--- config.mk ---
export PLATFORM = sky130hd
export DESIGN_NAME = bcpm_mix
export DESIGN_NICKNAME = d
export VERILOG_FILES = /design/src/design/bcpm_mix.sv
export SDC_FILE = /design/constraint.sdc
export NUM_CORES = 1
export LEC_CHECK = 0
export BUFFER_PORTS_ARGS = -buffer_cell sky130_fd_sc_hd__buf_2
export CORE_MARGIN = 1.5
export CORE_UTILIZATION = 45
export DETAILED_ROUTE_END_ITERATION = 10
export GPL_ROUTABILITY_DRIVEN = 1
export PLACE_DENSITY = 0.69
export SLEW_MARGIN = 20
export SYNTH_ARGS = -nofsm -noshare
export SYNTH_HDL_FRONTEND = slang
export SYNTH_SLANG_ARGS = --single-unit
--- constraint.sdc ---
create_clock -name vclk -period 11.3
set_clock_uncertainty 0.05 [all_clocks]
set_input_delay 0.565 -clock vclk [all_inputs]
set_output_delay 0.565 -clock vclk [all_outputs]
set_load 0.1 [all_outputs]
--- src/design/bcpm_mix.sv ---
// Steering mixer: turns drive and steering into the two PWM compare values.
// Combinational; no package dependency.
module bcpm_mix (
   input  logic signed [10:0] drive,
   input  logic signed [7:0]  throttle,
   input  logic signed [7:0]  steering,
   output logic [9:0]         right_compare,
   output logic [9:0]         left_compare
);

   logic signed [9:0]  st3;
   logic signed [9:0]  st_half;
   logic signed [11:0] steer;
   logic signed [11:0] neg_drive;
   logic signed [11:0] vr;
   logic signed [11:0] vl;
   logic               small_thr;

   // 3*steering/2, truncated toward zero
   assign st3       = (10'(steering) <<< 1) + 10'(steering);
   assign st_half   = (st3 + (st3[9] ? 10'sd1 : 10'sd0)) >>> 1;
   assign steer     = 12'(st_half);
   assign neg_drive = -12'(drive);
   assign small_thr = (throttle >= -8'sd2) && (throttle <= 8'sd2);

   // Near-zero throttle spins in place; otherwise only the outer wheel steers
   always_comb begin
      if (small_thr) begin
         vr = steer + neg_drive;
         vl = neg_drive - steer;
      end else if (steering > 8'sd0) begin
         vr = steer + neg_drive;
         vl = neg_drive;
      end else begin
         vr = neg_drive;
         vl = neg_drive - steer;
      end
   end

   function automatic logic [9:0] to_compare(input logic signed [11:0] v);
      logic signed [11:0] sum;
      sum = v + 12'sd500;
      if (v < -12'sd500) begin
         return 10'd0;
      end
      if (v > 12'sd499) begin
         return 10'd999;
      end
      return sum[9:0];
   endfunction

   assign right_compare = to_compare(vr);
   assign left_compare  = to_compare(vl);

endmodule

==> implementation parameters <==
Parameter                              Value

Timing
  Max Clk Rate ... 157.5 MHz
  Relative max-transition margin ... 44.31%
  Worst hold-check slack ... 1.755 ns
  Final worst-path cycle share ... 56.18%
  Hold violation count in the final report ... 0
  Actual slew at the worst max-slew pin ... 0.8328 ns
  Fin Setup TNS ... 0 ns
  Total setup violations reported at the end of the flow ... 0
  Final max-slew violation count ... 0
  Final Critical Period ... 6.348 ns
  RSZ-0062 raised after global routing ... no

Placement
  Half-perimeter wire length of the detailed placement result ... 5022 um
  Number of port buffers ... 47
  Final estimated routing congestion in global placement ... 0.9147

Synth
  Cell taking the most area after synthesis ... sky130_fd_sc_hd__ha_1
  Number of cells produced by synthesis ... 346
  Mean area per synthesized cell ... 7.023 sq um
  Netlist cell types ... 54
  Top cells by area, synth ... sky130_fd_sc_hd__ha_1 21%, sky130_fd_sc_hd__xnor2_1 9.0%, sky130_fd_sc_hd__xor2_1 7.6%
  Net Count, Synth ... 416
  Warnings from Yosys ... 0
  Seq/Total Area, Yosys ... 0%
  Most numerous cell in the Yosys netlist ... sky130_fd_sc_hd__ha_1
  Ranking of synthesized cells by instance count ... 40 x sky130_fd_sc_hd__ha_1, 34 x sky130_fd_sc_hd__a21oi_1, 33 x sky130_fd_sc_hd__inv_1, 27 x sky130_fd_sc_hd__o21ai_0, 26 x sky130_fd_sc_hd__nor2_1
  Area of the mapped netlist ... 2430 sq um
  Share of the synthesized area in the top cell type ... 20.60%

Global route
  Gr ovfl total ... 0
  Initial antenna violation count ... 0
  Total Routing Usage GR ... 20.55%
  First-pass GRT wire length ... 10490 um
  Largest net degree at the start of global routing ... 21
  Via count of the first global-routing pass ... 2465

Route
  Total wire length after detailed routing ... 5816 um
  First-pass iteration count of the detailed router ... 4
  Routed len/inst ... 12.84 um
  Drt via density ... 5.616
  DR vias ... 2544
  Number of design rule violations left after detail routing ... 0
  Number of nets still failing antenna checks after routing ... 0
  Iteration-0 DRC Markers ... 151

Layout
  Number of sequential cells in the layout ... 0
  Post-layout net count ... 455
  # fillers ... 543
  Share of final-layout standard cells stronger than drive strength 1 ... 15.67%
  Area growth, synth to finish ... 11.07%
  Antenna diodes ... 0
  Clock buffer instance count of the final layout ... 0
  Register area ... 0 sq um

Die
  Die width ... 76.48 um
  Initial core utilization ... 46.98%
  I/O pin count ... 47
  Area of the die ... 5849 sq um
  Die Ht ... 76.48 um
  Standard cell core area ... 5172 sq um
  Num rows ... 26

Worst setup path
  Startpoint Class ... input port
  Endpoint class of the critical path ... output port
  CP arrival ... 5.73 ns
  Worst Path Required ... 10.69 ns
  Worst setup path category ... in -> out
  Critical-path maximum fanout ... 8

CTS
  Cts hold-fix bufs ... 0
  Number of setup buffers added after CTS ... 0
  Post-CTS sizing ... 0

Power
  Leakage power figure ... 1.279 nW
  Pwr/cell area ... 176.9 nW/um^2
  Maximum VDD drop ... 0.0001888 V

Job
  Max-cap check violation count ... 0

Worst hold path
  Worst min path class ... in -> out

Outcome
  Status ... complete, no violations
## cell type report
type | instances | area, sq um | share of cell area, %
Tap cell | 70 | 87.58 | 3.245
Multi-Input combinational cell | 303 | 2252 | 83.45
Timing Repair Buffer | 47 | 235.2 | 8.716
Inverter | 33 | 123.9 | 4.590
## through the flow
step | std cells | utilization [%] | setup WS [ns] | total power [mW] | cell area [sq um]
after floorplan | 346 | - | 3.946 | 0.4048 | 2430
after global placement | 453 | 52.18 | 5.143 | 0.4723 | 2699
after detailed placement | 453 | 52.18 | 5.016 | 0.4760 | 2699
after CTS | 453 | 52.18 | 4.991 | 0.4776 | 2699
after global routing | 453 | 52.18 | 4.475 | 0.5153 | 2699
final | 453 | 52.18 | 4.952 | 0.4774 | 2699
## kinds of logic after synthesis
| group | after synthesis | share of synthesized area, % |
|---|---|---|
| multiplexers | 8 | 3.450 |
| AO/OA/AOI/OAI | 106 | 28.01 |
| AND/OR/NAND/NOR | 100 | 21.58 |
| buffers and inverters | 43 | 7.312 |
| adder cells (fa/ha/maj) | 43 | 23.07 |
| XOR/XNOR | 46 | 16.58 |
## final timing paths
path | from | end | slack, ns | cells past startpoint
setup / recovery | steering[1] | left_compare[1] | 4.95 | 19
hold / removal | drive[0] | right_compare[0] | 1.75 | 4
## critical path: stages
cell                       delay [ns]
sky130_fd_sc_hd__buf_2           0.13
sky130_fd_sc_hd__ha_1            0.23
sky130_fd_sc_hd__fa_1            0.41
sky130_fd_sc_hd__a211oi_1        0.30
sky130_fd_sc_hd__nor2_1          0.10
sky130_fd_sc_hd__xor2_1          0.24
sky130_fd_sc_hd__or4b_4          0.53
sky130_fd_sc_hd__o31ai_4         0.34
sky130_fd_sc_hd__inv_1           0.19
sky130_fd_sc_hd__ha_1            0.42
sky130_fd_sc_hd__or2_2           0.32
sky130_fd_sc_hd__a211oi_1        0.20
sky130_fd_sc_hd__a211oi_1        0.11
sky130_fd_sc_hd__nor3_1          0.22
sky130_fd_sc_hd__o21ai_0         0.17
sky130_fd_sc_hd__a32o_1          0.31
sky130_fd_sc_hd__o22a_1          0.27
sky130_fd_sc_hd__o21ai_0         0.22
sky130_fd_sc_hd__buf_2           0.46
## cell usage in the layout (no fill, tap or decap), types with 3 or more instances in the layout
master and instances:
sky130_fd_sc_hd__buf_2 47, sky130_fd_sc_hd__xor2_1 21, sky130_fd_sc_hd__nand3_1 9, sky130_fd_sc_hd__and4_1 3, sky130_fd_sc_hd__nand4_1 3, sky130_fd_sc_hd__nand3b_1 3
sky130_fd_sc_hd__o21ai_0 27, sky130_fd_sc_hd__a21o_1 3, sky130_fd_sc_hd__o21bai_1 6, sky130_fd_sc_hd__a211oi_1 9, sky130_fd_sc_hd__mux2i_1 5, sky130_fd_sc_hd__ha_1 40
sky130_fd_sc_hd__or3_1 5, sky130_fd_sc_hd__o211ai_1 3, sky130_fd_sc_hd__nor3_1 6, sky130_fd_sc_hd__fa_1 3, sky130_fd_sc_hd__a21oi_1 34, sky130_fd_sc_hd__mux2_2 3
sky130_fd_sc_hd__and3_1 4, sky130_fd_sc_hd__inv_1 33, sky130_fd_sc_hd__nor2_1 26, sky130_fd_sc_hd__xnor2_1 25, sky130_fd_sc_hd__nor4_1 5, sky130_fd_sc_hd__a31oi_1 3
sky130_fd_sc_hd__nor2b_1 4, sky130_fd_sc_hd__nand2_1 20
## where the power goes
part           internal, mW  total, mW  switching, mW
Sequential                0          0              0
Clock                     0          0              0
Combinational         0.127      0.477          0.351
Total                 0.127      0.477          0.351
## routing by layer
layer | track usage [%] | part of all wire [%] | vias to the layer above | routed length, um
li1 | - | - | 1326 | -
met4 | 1.111 | 0.72 | 0 | 42
met5 | 0 | 0 | - | 0
met2 | 39.20 | 48 | 56 | 2780
met1 | 26.12 | 48 | 1160 | 2808
met3 | 1.437 | 3.2 | 2 | 185
Power figures use the tool's default switching activity.
