[src/design/bcpm_pkg.sv]
// Shared types and constants for the balance cascade PID mixer.
// Beat structs, register map, register reset values and shared MAC unit controls.
// No dependencies.
package bcpm_pkg;

   // Configuration port
   localparam int CsrIdxW  = 4;
   localparam int CsrDataW = 18;

   typedef enum logic [CsrIdxW-1:0] {
      REG_TILT_LIMIT,
      REG_SETPOINT_LIMIT,
      REG_SPEED_P_GAIN,
      REG_SPEED_I_GAIN,
      REG_SPEED_D_GAIN,
      REG_ANGLE_P_GAIN,
      REG_ANGLE_I_GAIN,
      REG_ANGLE_D_GAIN
   } csr_reg_type;

   localparam logic [6:0]  TiltLimitReset     = 7'd30;
   localparam logic [6:0]  SetpointLimitReset = 7'd20;
   localparam logic [15:0] SpeedPGainReset    = 16'd2621;
   localparam logic [15:0] SpeedIGainReset    = 16'd1311;
   localparam logic [15:0] SpeedDGainReset    = 16'd6554;
   localparam logic [17:0] AnglePGainReset    = 18'd15360;
   localparam logic [17:0] AngleIGainReset    = 18'd76800;
   localparam logic [17:0] AngleDGainReset    = 18'd512;

   typedef struct packed {
      logic [6:0]  tilt_limit;
      logic [6:0]  setpoint_limit;
      logic [15:0] speed_p_gain;
      logic [15:0] speed_i_gain;
      logic [15:0] speed_d_gain;
      logic [17:0] angle_p_gain;
      logic [17:0] angle_i_gain;
      logic [17:0] angle_d_gain;
   } csr_type;

   // Beat payloads
   typedef struct packed {
      logic signed [16:0] tilt_angle;
      logic signed [19:0] tilt_rate;
      logic signed [7:0]  throttle;
      logic signed [7:0]  steering;
   } req_type;

   typedef struct packed {
      logic [9:0]         right_compare;
      logic [9:0]         left_compare;
      logic signed [15:0] tilt_setpoint;
      logic               active;
   } rsp_type;

   // Shared multiply-accumulate unit
   localparam int MacAW = 34;
   localparam int MacBW = 21;
   localparam int MacPW = MacAW + MacBW;
   localparam int AccW  = 60;

   // Gain products on errors and rate are scaled by 2^16
   localparam int GainShift = 16;
   // Angle integrator is fed to the multiplier as two 20-bit halves
   localparam int AiSplit   = 20;

   typedef enum logic [1:0] {
      MAC_HOLD,
      MAC_LOAD,
      MAC_ADD,
      MAC_SUB
   } mac_op_type;

   typedef enum logic [1:0] {
      SH_NONE,
      SH_GAIN,
      SH_SPLIT
   } mac_shift_type;

   typedef struct packed {
      mac_op_type    op;
      mac_shift_type shift;
   } mac_ctl_type;

   // Trapezoid step s*8192/25: magnitude times ceil(2^37/25), top bits from 24 up
   localparam logic signed [MacAW-1:0] TrapRecip = 34'sd5497558139;
   localparam int TrapShift = 24;
   localparam int TrapMagW  = 28;

   // Output scaling of the two PID sums
   localparam int SpShift  = 24;
   localparam int DrvShift = 32;

endpackage

[src/design/bcpm_mac.sv]
// Shared signed multiply-accumulate unit of the balance cascade PID mixer.
// Depends on bcpm_pkg for operand widths and the control struct.
module bcpm_mac (
   input  logic                                clock,
   input  bcpm_pkg::mac_ctl_type               ctl,
   input  logic signed [bcpm_pkg::MacAW-1:0]   op_a,
   input  logic signed [bcpm_pkg::MacBW-1:0]   op_b,
   output logic signed [bcpm_pkg::AccW-1:0]    acc
);

   logic signed [bcpm_pkg::MacPW-1:0] prod;
   logic signed [bcpm_pkg::AccW-1:0]  prod_ext;
   logic signed [bcpm_pkg::AccW-1:0]  term;
   logic signed [bcpm_pkg::AccW-1:0]  acc_ff;
   logic signed [bcpm_pkg::AccW-1:0]  acc_in;

   assign prod     = op_a * op_b;
   assign prod_ext = {{(bcpm_pkg::AccW - bcpm_pkg::MacPW){prod[bcpm_pkg::MacPW-1]}}, prod};

   always_comb begin
      case (ctl.shift)
         bcpm_pkg::SH_GAIN:  term = prod_ext <<< bcpm_pkg::GainShift;
         bcpm_pkg::SH_SPLIT: term = prod_ext <<< bcpm_pkg::AiSplit;
         default:            term = prod_ext;
      endcase
   end

   always_comb begin
      case (ctl.op)
         bcpm_pkg::MAC_LOAD: acc_in = term;
         bcpm_pkg::MAC_ADD:  acc_in = acc_ff + term;
         bcpm_pkg::MAC_SUB:  acc_in = acc_ff - term;
         default:            acc_in = acc_ff;
      endcase
   end

   always_ff @(posedge clock) begin
      acc_ff <= acc_in;
   end

   assign acc = acc_ff;

endmodule

[config.mk]
export PLATFORM = sky130hd
export DESIGN_NAME = bcpm_mac
export DESIGN_NICKNAME = d
export VERILOG_FILES = /design/src/design/bcpm_pkg.sv /design/src/design/bcpm_mac.sv
export SDC_FILE = /design/constraint.sdc
export NUM_CORES = 2
export LEC_CHECK = 0
export BUFFER_PORTS_ARGS = -buffer_cell sky130_fd_sc_hd__buf_2
export CAP_MARGIN = 0
export CORE_MARGIN = 2
export CORE_UTILIZATION = 50
export DETAILED_ROUTE_END_ITERATION = 10
export PLACE_DENSITY_LB_ADDON = 0.12
export RECOVER_POWER = 50
export SLEW_MARGIN = 40
export SYNTH_ARGS = -nofsm -noshare
export SYNTH_HDL_FRONTEND = slang
export SYNTH_SLANG_ARGS = --single-unit
[constraint.sdc]
create_clock -name clock -period 15.1 [get_ports clock]
set_input_delay 2.265 -clock clock [delete_from_list [all_inputs] [get_ports clock]]
set_output_delay 2.265 -clock clock [all_outputs]
set_load 0.005 [all_outputs]
==> key figures <==
Global route
  • Total congestion overflow: 0
  • First-pass GRT wire length: approximately 160,000 µm
  • Largest net degree at the start of global routing: between 60 and 70
  • Vias in the first global route: about 29,000
  • Initial antenna violation count: 1
  • Total global-route track usage: between 20% and 30%

Clock tree
  • TritonCTS Buffers: 9
  • H-tree lvl count: 3
  • PostCTS Resize Cnt: 0
  • Worst-skew pair later-pin latency: approximately 0.35 ns
  • Hold_buf cts: 0
  • Root buf cell: clkbuf_16
  • TritonCTS clock tree: built
  • Post-CTS Setup Bufs: 0
  • CTS sink cnt: 60
  • Clock transition at the registers of the reported paths: approximately 0.06 ns
  • Clock Path Buffers: 2

Die
  • Chip Height: about 270 µm
  • Std-Cell Core Area: just under 0.07 mm²
  • Ports: between 100 and 150
  • Die X: 267 µm
  • Die ar.: 0.0711 mm²
  • Rows: 96
  • Initial Util: approximately 50%

Synthesis
  • Top cells by area, synth: fa_1, inv_1, ha_1
  • Synth Area per Inst: between 8 and 9 µm²
  • Cell count after synthesis: 4,118
  • Synth top area share: 41.0%
  • Yosys warning count: 0
  • Ys flop type: edfxtp_1
  • Mapped Area: roughly 0.035 mm²
  • Cell variety after synth: just over 100
  • Seq/Total Area, Yosys: 5.22%
  • Share of flip-flops with an asynchronous set or reset: 0%
  • Syn nets: 5,084
  • Number of synthesized flops with an enable pin: 60
  • Largest area contributor in the netlist: fa_1
  • Yosys reg bits: 60

Hold path
  • Worst min path class: flop to flop

STA
  • Setup TNS: 0 ns
  • Final setup viols: 0
  • Final Hold Vio Count: 0
  • Rel. slew slack: -55.5%
  • Least-Margin Pin Slew: 2.33 ns
  • Worst Skew: between 0.006 and 0.007 ns
  • RSZ-0062 raised after global routing: no
  • Fin crit period: 13.77 ns
  • Fin crit share: between 90% and 100%
  • Max-slew violation count: 85
  • Fmax: about 73 MHz

Placement
  • RePlAce Congestion: approximately 0.91
  • DP Wirelength: a little under 80,000 µm
  • I/O Buffers: roughly 120
  • Instance area at placement: between 0.03 and 0.04 mm²
  • Placed Cells: around 5,000

Worst setup path
  • CP max FO: 34
  • Critical path endpoint category: flop
  • Most used cell, CP: fa_1
  • Crit path kind: input pin to flop
  • CP arrival: 13.87 ns
  • Largest stage delay on the critical path: approximately 0.6 ns
  • Critical-path top delay cell: buf_2
  • Startpoint Class: input pin
  • WP data required: 15.20 ns

Final layout
  • Commonest non-fill, non-tap cell in the layout: inv_1
  • Post-Layout Inst Area: ~0.036 mm²
  • Max reg flops: 60
  • Final std cells w/o fill: between 4,000 and 5,000
  • Net count reported at finish: 5,007
  • Area Overhead vs Synth: 3.77%
  • Final Util: a little over half
  • Share of cells above drive strength 1: under 10%
  • Most frequent cells in the layout: inv_1, fa_1, nand2_1, and2_1, ha_1

Drt
  • Post-route ant nets: 0
  • Post-route DRC: 0
  • DR vias/cell: around 5.7
  • Average wire per standard cell: roughly 20 µm
  • DRT iter0 DRCs: 2,092
  • First drt pass iteration count: 8
  • Routed WL: 99,600 µm
  • Via Count: around 28,000

Run status
  • Status: finished with violations
  • Failing checks: capacitance limit, slew limit

Job
  • Max-cap violations: 2
critical path: cells and delay by family:
family                   cells  cell delay (ns)
adder cells (fa/ha/maj)      9             4.21
AO/OA/AOI/OAI               11             2.97
buffers and inverters        5             0.79
AND/OR/NAND/NOR              9             2.60
XOR/XNOR                     3             0.68
multiplexers                 1             0.27
synthesized netlist by cell type (13+ instances only):
library cell and n:
inv_1 850, fa_1 707, nand2_1 587, and2_1 272, clkbuf_1 207, ha_1 199, a21oi_1 166, o21ai_0 147
nor2_1 125, xnor2_1 94, a21o_1 65, edfxtp_1 60, nand3_1 51, xor2_1 45, nor3_1 35, nand2b_1 27
nand4_1 23, o21a_1 23, or3_1 22, a211oi_1 18, a31oi_1 18, and3_1 17, mux2_2 17, o21bai_1 17
a221o_1 16, a221oi_1 16, nor2b_1 16, o31ai_1 15, buf_1 13, nor4_1 13, or2_2 13
worst paths after layout:
| path | startpoint | end | slack, ns | cells past startpoint |
|---|---|---|---|---|
| worst min-delay path | acc[1]$_DFFE_PP_ | acc[1]$_DFFE_PP_ | 0.79 | 3 |
| worst max-delay path | op_b[5] | acc[53]$_DFFE_PP_ | 1.33 | 38 |
| worst min register to register | acc[1]$_DFFE_PP_ | acc[1]$_DFFE_PP_ | 0.79 | 3 |
| worst max register to register | acc[0]$_DFFE_PP_ | acc[56]$_DFFE_PP_ | 10.46 | 19 |
final cells by class:
class,count,area [µm²]
Multi-Input combinational cell,2976,28700
Antenna cell,1,2.50
Sequential cell,60,1800
Clock buffer,9,225
Tap cell,882,1100
Inverter,852,3200
Timing Repair Buffer,142,744
Clock inverter,5,45.0
Fill cell,6655,32700
stage by stage:
step / setup slack (ns) / hold slack, ns
5_1_grt: 0.792 / 0.867
2_1_floorplan: 2.74 / 0.766
4_1_cts: 1.35 / 0.801
6_report: 1.33 / 0.792
3_5_place_dp: 1.10 / 0.771
3_3_place_gp: 1.05 / 0.779
logic make-up (layout without fill, tap and decap cells):
kind of cell | Yosys count | after routing | share of synthesized area [%]
AND/OR/NAND/NOR | 1253 | 1253 | 17.6
buffers and inverters | 1082 | 1008 | 11.8
adder cells (fa/ha/maj) | 906 | 906 | 48.2
AO/OA/AOI/OAI | 651 | 651 | 12.7
XOR/XNOR | 139 | 139 | 3.53
flip-flops | 60 | 60 | 5.22
multiplexers | 27 | 27 | 0.845
other | 0 | 1 | 0
per-layer routing:
layer / up-vias / part of all wire (%) / GRT usage [%]
li1: 12700 / - / -
met1: 14300 / 42 / 38.9
met2: 889 / 50 / 50.7
met3: 173 / 5.1 / 2.25
met4: 2 / 2.9 / 7.35
met5: - / 0.014 / 0
Power is left out: the tool's default activity adds up to more than one toggle a clock period on the data nets, which glitch-free logic cannot reach.
