==> src/design/bcpm_pkg.sv <==
// Shared types and constants for the balance cascade PID mixer.
// Beat structs, register map, register reset values and shared MAC unit controls.
// No dependencies.
package bcpm_pkg;

   // Configuration port
   localparam int CsrIdxW  = 4;
   localparam int CsrDataW = 18;

   typedef enum logic [CsrIdxW-1:0] {
      REG_TILT_LIMIT,
      REG_SETPOINT_LIMIT,
      REG_SPEED_P_GAIN,
      REG_SPEED_I_GAIN,
      REG_SPEED_D_GAIN,
      REG_ANGLE_P_GAIN,
      REG_ANGLE_I_GAIN,
      REG_ANGLE_D_GAIN
   } csr_reg_type;

   localparam logic [6:0]  TiltLimitReset     = 7'd30;
   localparam logic [6:0]  SetpointLimitReset = 7'd20;
   localparam logic [15:0] SpeedPGainReset    = 16'd2621;
   localparam logic [15:0] SpeedIGainReset    = 16'd1311;
   localparam logic [15:0] SpeedDGainReset    = 16'd6554;
   localparam logic [17:0] AnglePGainReset    = 18'd15360;
   localparam logic [17:0] AngleIGainReset    = 18'd76800;
   localparam logic [17:0] AngleDGainReset    = 18'd512;

   typedef struct packed {
      logic [6:0]  tilt_limit;
      logic [6:0]  setpoint_limit;
      logic [15:0] speed_p_gain;
      logic [15:0] speed_i_gain;
      logic [15:0] speed_d_gain;
      logic [17:0] angle_p_gain;
      logic [17:0] angle_i_gain;
      logic [17:0] angle_d_gain;
   } csr_type;

   // Beat payloads
   typedef struct packed {
      logic signed [16:0] tilt_angle;
      logic signed [19:0] tilt_rate;
      logic signed [7:0]  throttle;
      logic signed [7:0]  steering;
   } req_type;

   typedef struct packed {
      logic [9:0]         right_compare;
      logic [9:0]         left_compare;
      logic signed [15:0] tilt_setpoint;
      logic               active;
   } rsp_type;

   // Shared multiply-accumulate unit
   localparam int MacAW = 34;
   localparam int MacBW = 21;
   localparam int MacPW = MacAW + MacBW;
   localparam int AccW  = 60;

   // Gain products on errors and rate are scaled by 2^16
   localparam int GainShift = 16;
   // Angle integrator is fed to the multiplier as two 20-bit halves
   localparam int AiSplit   = 20;

   typedef enum logic [1:0] {
      MAC_HOLD,
      MAC_LOAD,
      MAC_ADD,
      MAC_SUB
   } mac_op_type;

   typedef enum logic [1:0] {
      SH_NONE,
      SH_GAIN,
      SH_SPLIT
   } mac_shift_type;

   typedef struct packed {
      mac_op_type    op;
      mac_shift_type shift;
   } mac_ctl_type;

   // Trapezoid step s*8192/25: magnitude times ceil(2^37/25), top bits from 24 up
   localparam logic signed [MacAW-1:0] TrapRecip = 34'sd5497558139;
   localparam int TrapShift = 24;
   localparam int TrapMagW  = 28;

   // Output scaling of the two PID sums
   localparam int SpShift  = 24;
   localparam int DrvShift = 32;

endpackage

==> src/design/bcpm_csr.sv <==
// Configuration register file for the balance cascade PID mixer.
// Depends on bcpm_pkg for the register map, widths and reset values.
module bcpm_csr (
   input  logic                           clock,
   input  logic                           reset,
   input  logic                           csr_we,
   input  logic [bcpm_pkg::CsrIdxW-1:0]   csr_index,
   input  logic [bcpm_pkg::CsrDataW-1:0]  csr_wdata,
   output bcpm_pkg::csr_type              regs
);

   bcpm_pkg::csr_type regs_ff;
   bcpm_pkg::csr_type regs_in;

   always_comb begin
      regs_in = regs_ff;
      if (csr_we) begin
         case (csr_index)
            bcpm_pkg::REG_TILT_LIMIT:     regs_in.tilt_limit     = csr_wdata[6:0];
            bcpm_pkg::REG_SETPOINT_LIMIT: regs_in.setpoint_limit = csr_wdata[6:0];
            bcpm_pkg::REG_SPEED_P_GAIN:   regs_in.speed_p_gain   = csr_wdata[15:0];
            bcpm_pkg::REG_SPEED_I_GAIN:   regs_in.speed_i_gain   = csr_wdata[15:0];
            bcpm_pkg::REG_SPEED_D_GAIN:   regs_in.speed_d_gain   = csr_wdata[15:0];
            bcpm_pkg::REG_ANGLE_P_GAIN:   regs_in.angle_p_gain   = csr_wdata[17:0];
            bcpm_pkg::REG_ANGLE_I_GAIN:   regs_in.angle_i_gain   = csr_wdata[17:0];
            bcpm_pkg::REG_ANGLE_D_GAIN:   regs_in.angle_d_gain   = csr_wdata[17:0];
            default: ;  // drop writes beyond the map
         endcase
      end
   end

   always_ff @(posedge clock) begin
      if (reset) begin
         regs_ff.tilt_limit     <= bcpm_pkg::TiltLimitReset;
         regs_ff.setpoint_limit <= bcpm_pkg::SetpointLimitReset;
         regs_ff.speed_p_gain   <= bcpm_pkg::SpeedPGainReset;
         regs_ff.speed_i_gain   <= bcpm_pkg::SpeedIGainReset;
         regs_ff.speed_d_gain   <= bcpm_pkg::SpeedDGainReset;
         regs_ff.angle_p_gain   <= bcpm_pkg::AnglePGainReset;
         regs_ff.angle_i_gain   <= bcpm_pkg::AngleIGainReset;
         regs_ff.angle_d_gain   <= bcpm_pkg::AngleDGainReset;
      end else begin
         regs_ff <= regs_in;
      end
   end

   assign regs = regs_ff;

endmodule

==> config.mk <==
export PLATFORM = sky130hd
export DESIGN_NAME = bcpm_csr
export DESIGN_NICKNAME = d
export VERILOG_FILES = /design/src/design/bcpm_pkg.sv /design/src/design/bcpm_csr.sv
export SDC_FILE = /design/constraint.sdc
export NUM_CORES = 1
export LEC_CHECK = 0
export ABC_AREA = 1
export BUFFER_PORTS_ARGS = -buffer_cell sky130_fd_sc_hd__buf_2
export CAP_MARGIN = 10
export CORE_MARGIN = 3
export CORE_UTILIZATION = 40
export DETAILED_ROUTE_END_ITERATION = 12
export GPL_TIMING_DRIVEN = 0
export HOLD_SLACK_MARGIN = 0.08
export SLEW_MARGIN = 20
export SYNTH_ARGS = -nofsm -noshare
export SYNTH_HDL_FRONTEND = slang
export SYNTH_SLANG_ARGS = --single-unit
==> constraint.sdc <==
create_clock -name clock -period 1.25 [get_ports clock]
set_input_delay 0.3125 -clock clock [delete_from_list [all_inputs] [get_ports clock]]
set_output_delay 0.3125 -clock clock [all_outputs]
set_load 0.1 [all_outputs]
==> impl_metrics.tcl <==
set metrics [dict create \
    outcome "finished with violations" \
    failed_checks "setup timing" \
    ctsLongestPathBuffers 2 \
    crit-reg2reg-capture "regs[114]" \
    routed_wl_um 15100 \
    clk_latency_ps 410 \
    power.share.sequential_pct 39.5 \
    vias_in_the_first_global_route 4696 \
    number_of_hold_buffers_added_after_cts 0 \
    core_area_um2 10900 \
    yosys.area.top_type "sky130_fd_sc_hd__dfxtp_1" \
    insertedDiodeCount 0 \
    synth.distinct_cells 19 \
    rsz0062_at_grt "yes" \
    crit_path_start_kind "flip-flop" \
    fmax_mhz 785 \
    max_incr_delay_on_cp_ps 370 \
    final_net_count 829 \
    clock-skew-final_ps 0 \
    power.share.switching_pct 27.5 \
    rows 38 \
    io_buffers 140 \
    cp-startpoint "regs[47]" \
    hold_viol 0 \
    path_cells "buf_12" \
    final_core_util_pct 72.7 \
    synthCells 636 \
    areaGrowthSynthToFinish_pct 75.9 \
    power_report.internal_total_mw 7.08 \
    endpoint "regs[47]" \
    die_ht_um 112 \
    commonest_non_fill_non_tap_cell_in_the_layout "sky130_fd_sc_hd__nand2_1" \
    final.min_clock_period_ps 1270 \
    ys_seq_elements 116 \
    clkSinkCount 116 \
    synth.top_cells.by_area "sky130_fd_sc_hd__dfxtp_1 51%, sky130_fd_sc_hd__nand2_1 19%, sky130_fd_sc_hd__nor2_1 14%" \
    detailroute.via_count 4583 \
    clock_pin_transition_on_the_worst_setup_and_hold_timing_paths_ps 50 \
    worstSetupPathType "reg -> out" \
    mappedNetlistNets 661 \
    synth_warnings 0 \
    detailedRoute.firstIterationViolations 226 \
    detailedPlacementHpwl_um 10200 \
    antenna_found_initial 1 \
    cts_buffers 17 \
    clock_power_share_pct 45.7 \
    layout.cells.most_common_list "225 x sky130_fd_sc_hd__nand2_1, 163 x sky130_fd_sc_hd__nor2_1, 116 x sky130_fd_sc_hd__buf_12, 92 x sky130_fd_sc_hd__dfxtp_2, 47 x sky130_fd_sc_hd__nand3_1" \
    final_min_period_over_clock_period_pct 102 \
    antenna_violating_nets_post_route 0 \
    reg2reg_from "regs[114]" \
    worst_slack_ps -23.6 \
    globalRouteMet1Util_pct 26.8 \
    globalRouteMet2Util_pct 42.9 \
    chipWidth_um 112 \
    replace_congestion 0.821 \
    top_level_ports 141 \
    worst_path_dominant_cell_family "flip-flops" \
    cell_area_after_placement_um2 5410 \
    path_buf_inv 1 \
    hp-class "in -> reg" \
    drt-pass1-iter-count 5 \
    grt_overflow 0 \
    ctsRootBufferMaster "sky130_fd_sc_hd__clkbuf_16" \
    final_cells 956 \
    drive_gt1_share_pct 39.7 \
    post-route-drc-count 0 \
    slew-limit-headroom_pct 64.3 \
    cellLeakagePower_nw 3.65 \
    cp_slowest_cell "sky130_fd_sc_hd__dfxtp_4" \
    timing.reg2reg.setup_slack_ps 490 \
    initial_core_util_pct 41.3 \
    worst_pin_slew_ps 536 \
    synth_top_cell_area_share_pct 51.4 \
    postLayoutCellArea_um2 7950 \
    grt_first_pass_wirelength_um 24000 \
    synth_area_um2 4520 \
    fillerInstances 812 \
    design.die.area_um2 12600 \
    critical_path_arrival_ps 960 \
    crit_path_max_fanout 2 \
    grtUsageTotal_pct 24.6 \
    pwr_density_nw_per_um2 1230 \
    power_frac_comb_pct 14.9 \
    reported_net_switching_power_mw 2.69 \
    kind_of_capture_point_of_the_worst_setup_path "primary output" \
    largest_net_degree_at_the_start_of_global_routing 17 \
    cts-htree-levels 4 \
    tritoncts_clock_tree "done" \
    max-vdd-ir-drop_mv 0.883 \
    avgSynthCellArea_um2 7.10 \
    timing_max_transition_violations_final 0 \
    globalRoute.busiestLayer "met2" \
    cp.depth 1 \
    cp_data_required_time_ps 940 \
    placedCellCount 916 \
    grt.met3_usage_pct 8.84 \
    route.detailed.wl_per_inst_um 15.8 \
    setup_viol 83 \
    vias_per_cell 4.79 \
    rr_worst_depth 5 \
    number_of_flip_flops_under_the_largest_register_name 116 \
    cap_violations 0 \
    synth_sequential_area_ratio_pct 51.4 \
]
Yosys cell counts (all sizes together):
cell type	instances
nand4	5
dfxtp	116
clkbuf	3
nor2	170
clkinv	1
nand3	49
nand2	227
inv	38
o21ai	1
buf	26
stage by stage:
step | TNS [ps] | total power [mW] | hold slack, ps | setup WS, ps
floorplan | 0 | 4.81 | 426 | 12.6
global placement | -16880 | 5.08 | 441 | -270
detailed placement | -18580 | 5.09 | 447 | -314
CTS | -1790 | 9.81 | 140 | -32.5
global route | -4260 | 10.1 | 150 | -51.7
finish | -750 | 9.77 | 145 | -23.6
worst min path at each step:
stage,slack [ps],endpoint,cells past startpoint,start
6_report,140,regs[85],3,csr_wdata[15]
4_1_cts,140,regs[85],3,csr_wdata[15]
3_5_place_dp,450,regs[65],2,regs[65]
5_1_grt,150,regs[34],3,csr_wdata[16]
2_1_floorplan,430,regs[104],2,csr_wdata[2]
3_3_place_gp,440,regs[48],2,regs[48]
cell type report:
class	instances	area [µm²]	area share, %
Timing Repair Buffer	149	2510	31.6
Multi-Input combinational cell	452	1850	23.3
Tap cell	140	175	2.20
Inverter	39	148	1.86
Sequential cell	116	2530	31.8
Clock buffer	26	489	6.15
Buffer	29	195	2.46
Clock inverter	5	50.0	0.630
power by group through the flow:
stage | combinational [mW] | clock (mW) | sequential, mW
finish | 1.45 | 4.46 | 3.85
global route | 1.52 | 4.70 | 3.86
CTS | 1.44 | 4.49 | 3.89
detailed placement | 1.18 | 0 | 3.91
global placement | 1.17 | 0 | 3.90
floorplan | 0.318 | 0 | 4.49
routing by layer:
metal,vias up,share of wire (%)
li1,2269,-
met1,2092,38
met2,186,51
met3,34,8.2
met4,2,2.5
met5,-,0.046
cell families (layout without fill, tap and decap cells):
kind of cell    Yosys count  after routing  share of synthesized area (%)
buf+inv                  68            248                           7.56
flops                   116            116                           51.4
simple gates            451            451                           40.9
compound gates            1              1                          0.111
what timing repair did:
item                                    4_1_cts  5_1_grt
gates resized for setup                     572       20
endpoints found under the hold margin         0        0
setup buffers                                 4        5
endpoints found under the setup margin      116      121
gates cloned                                  0        0
No activity file was read; power rests on OpenSTA's default activity.
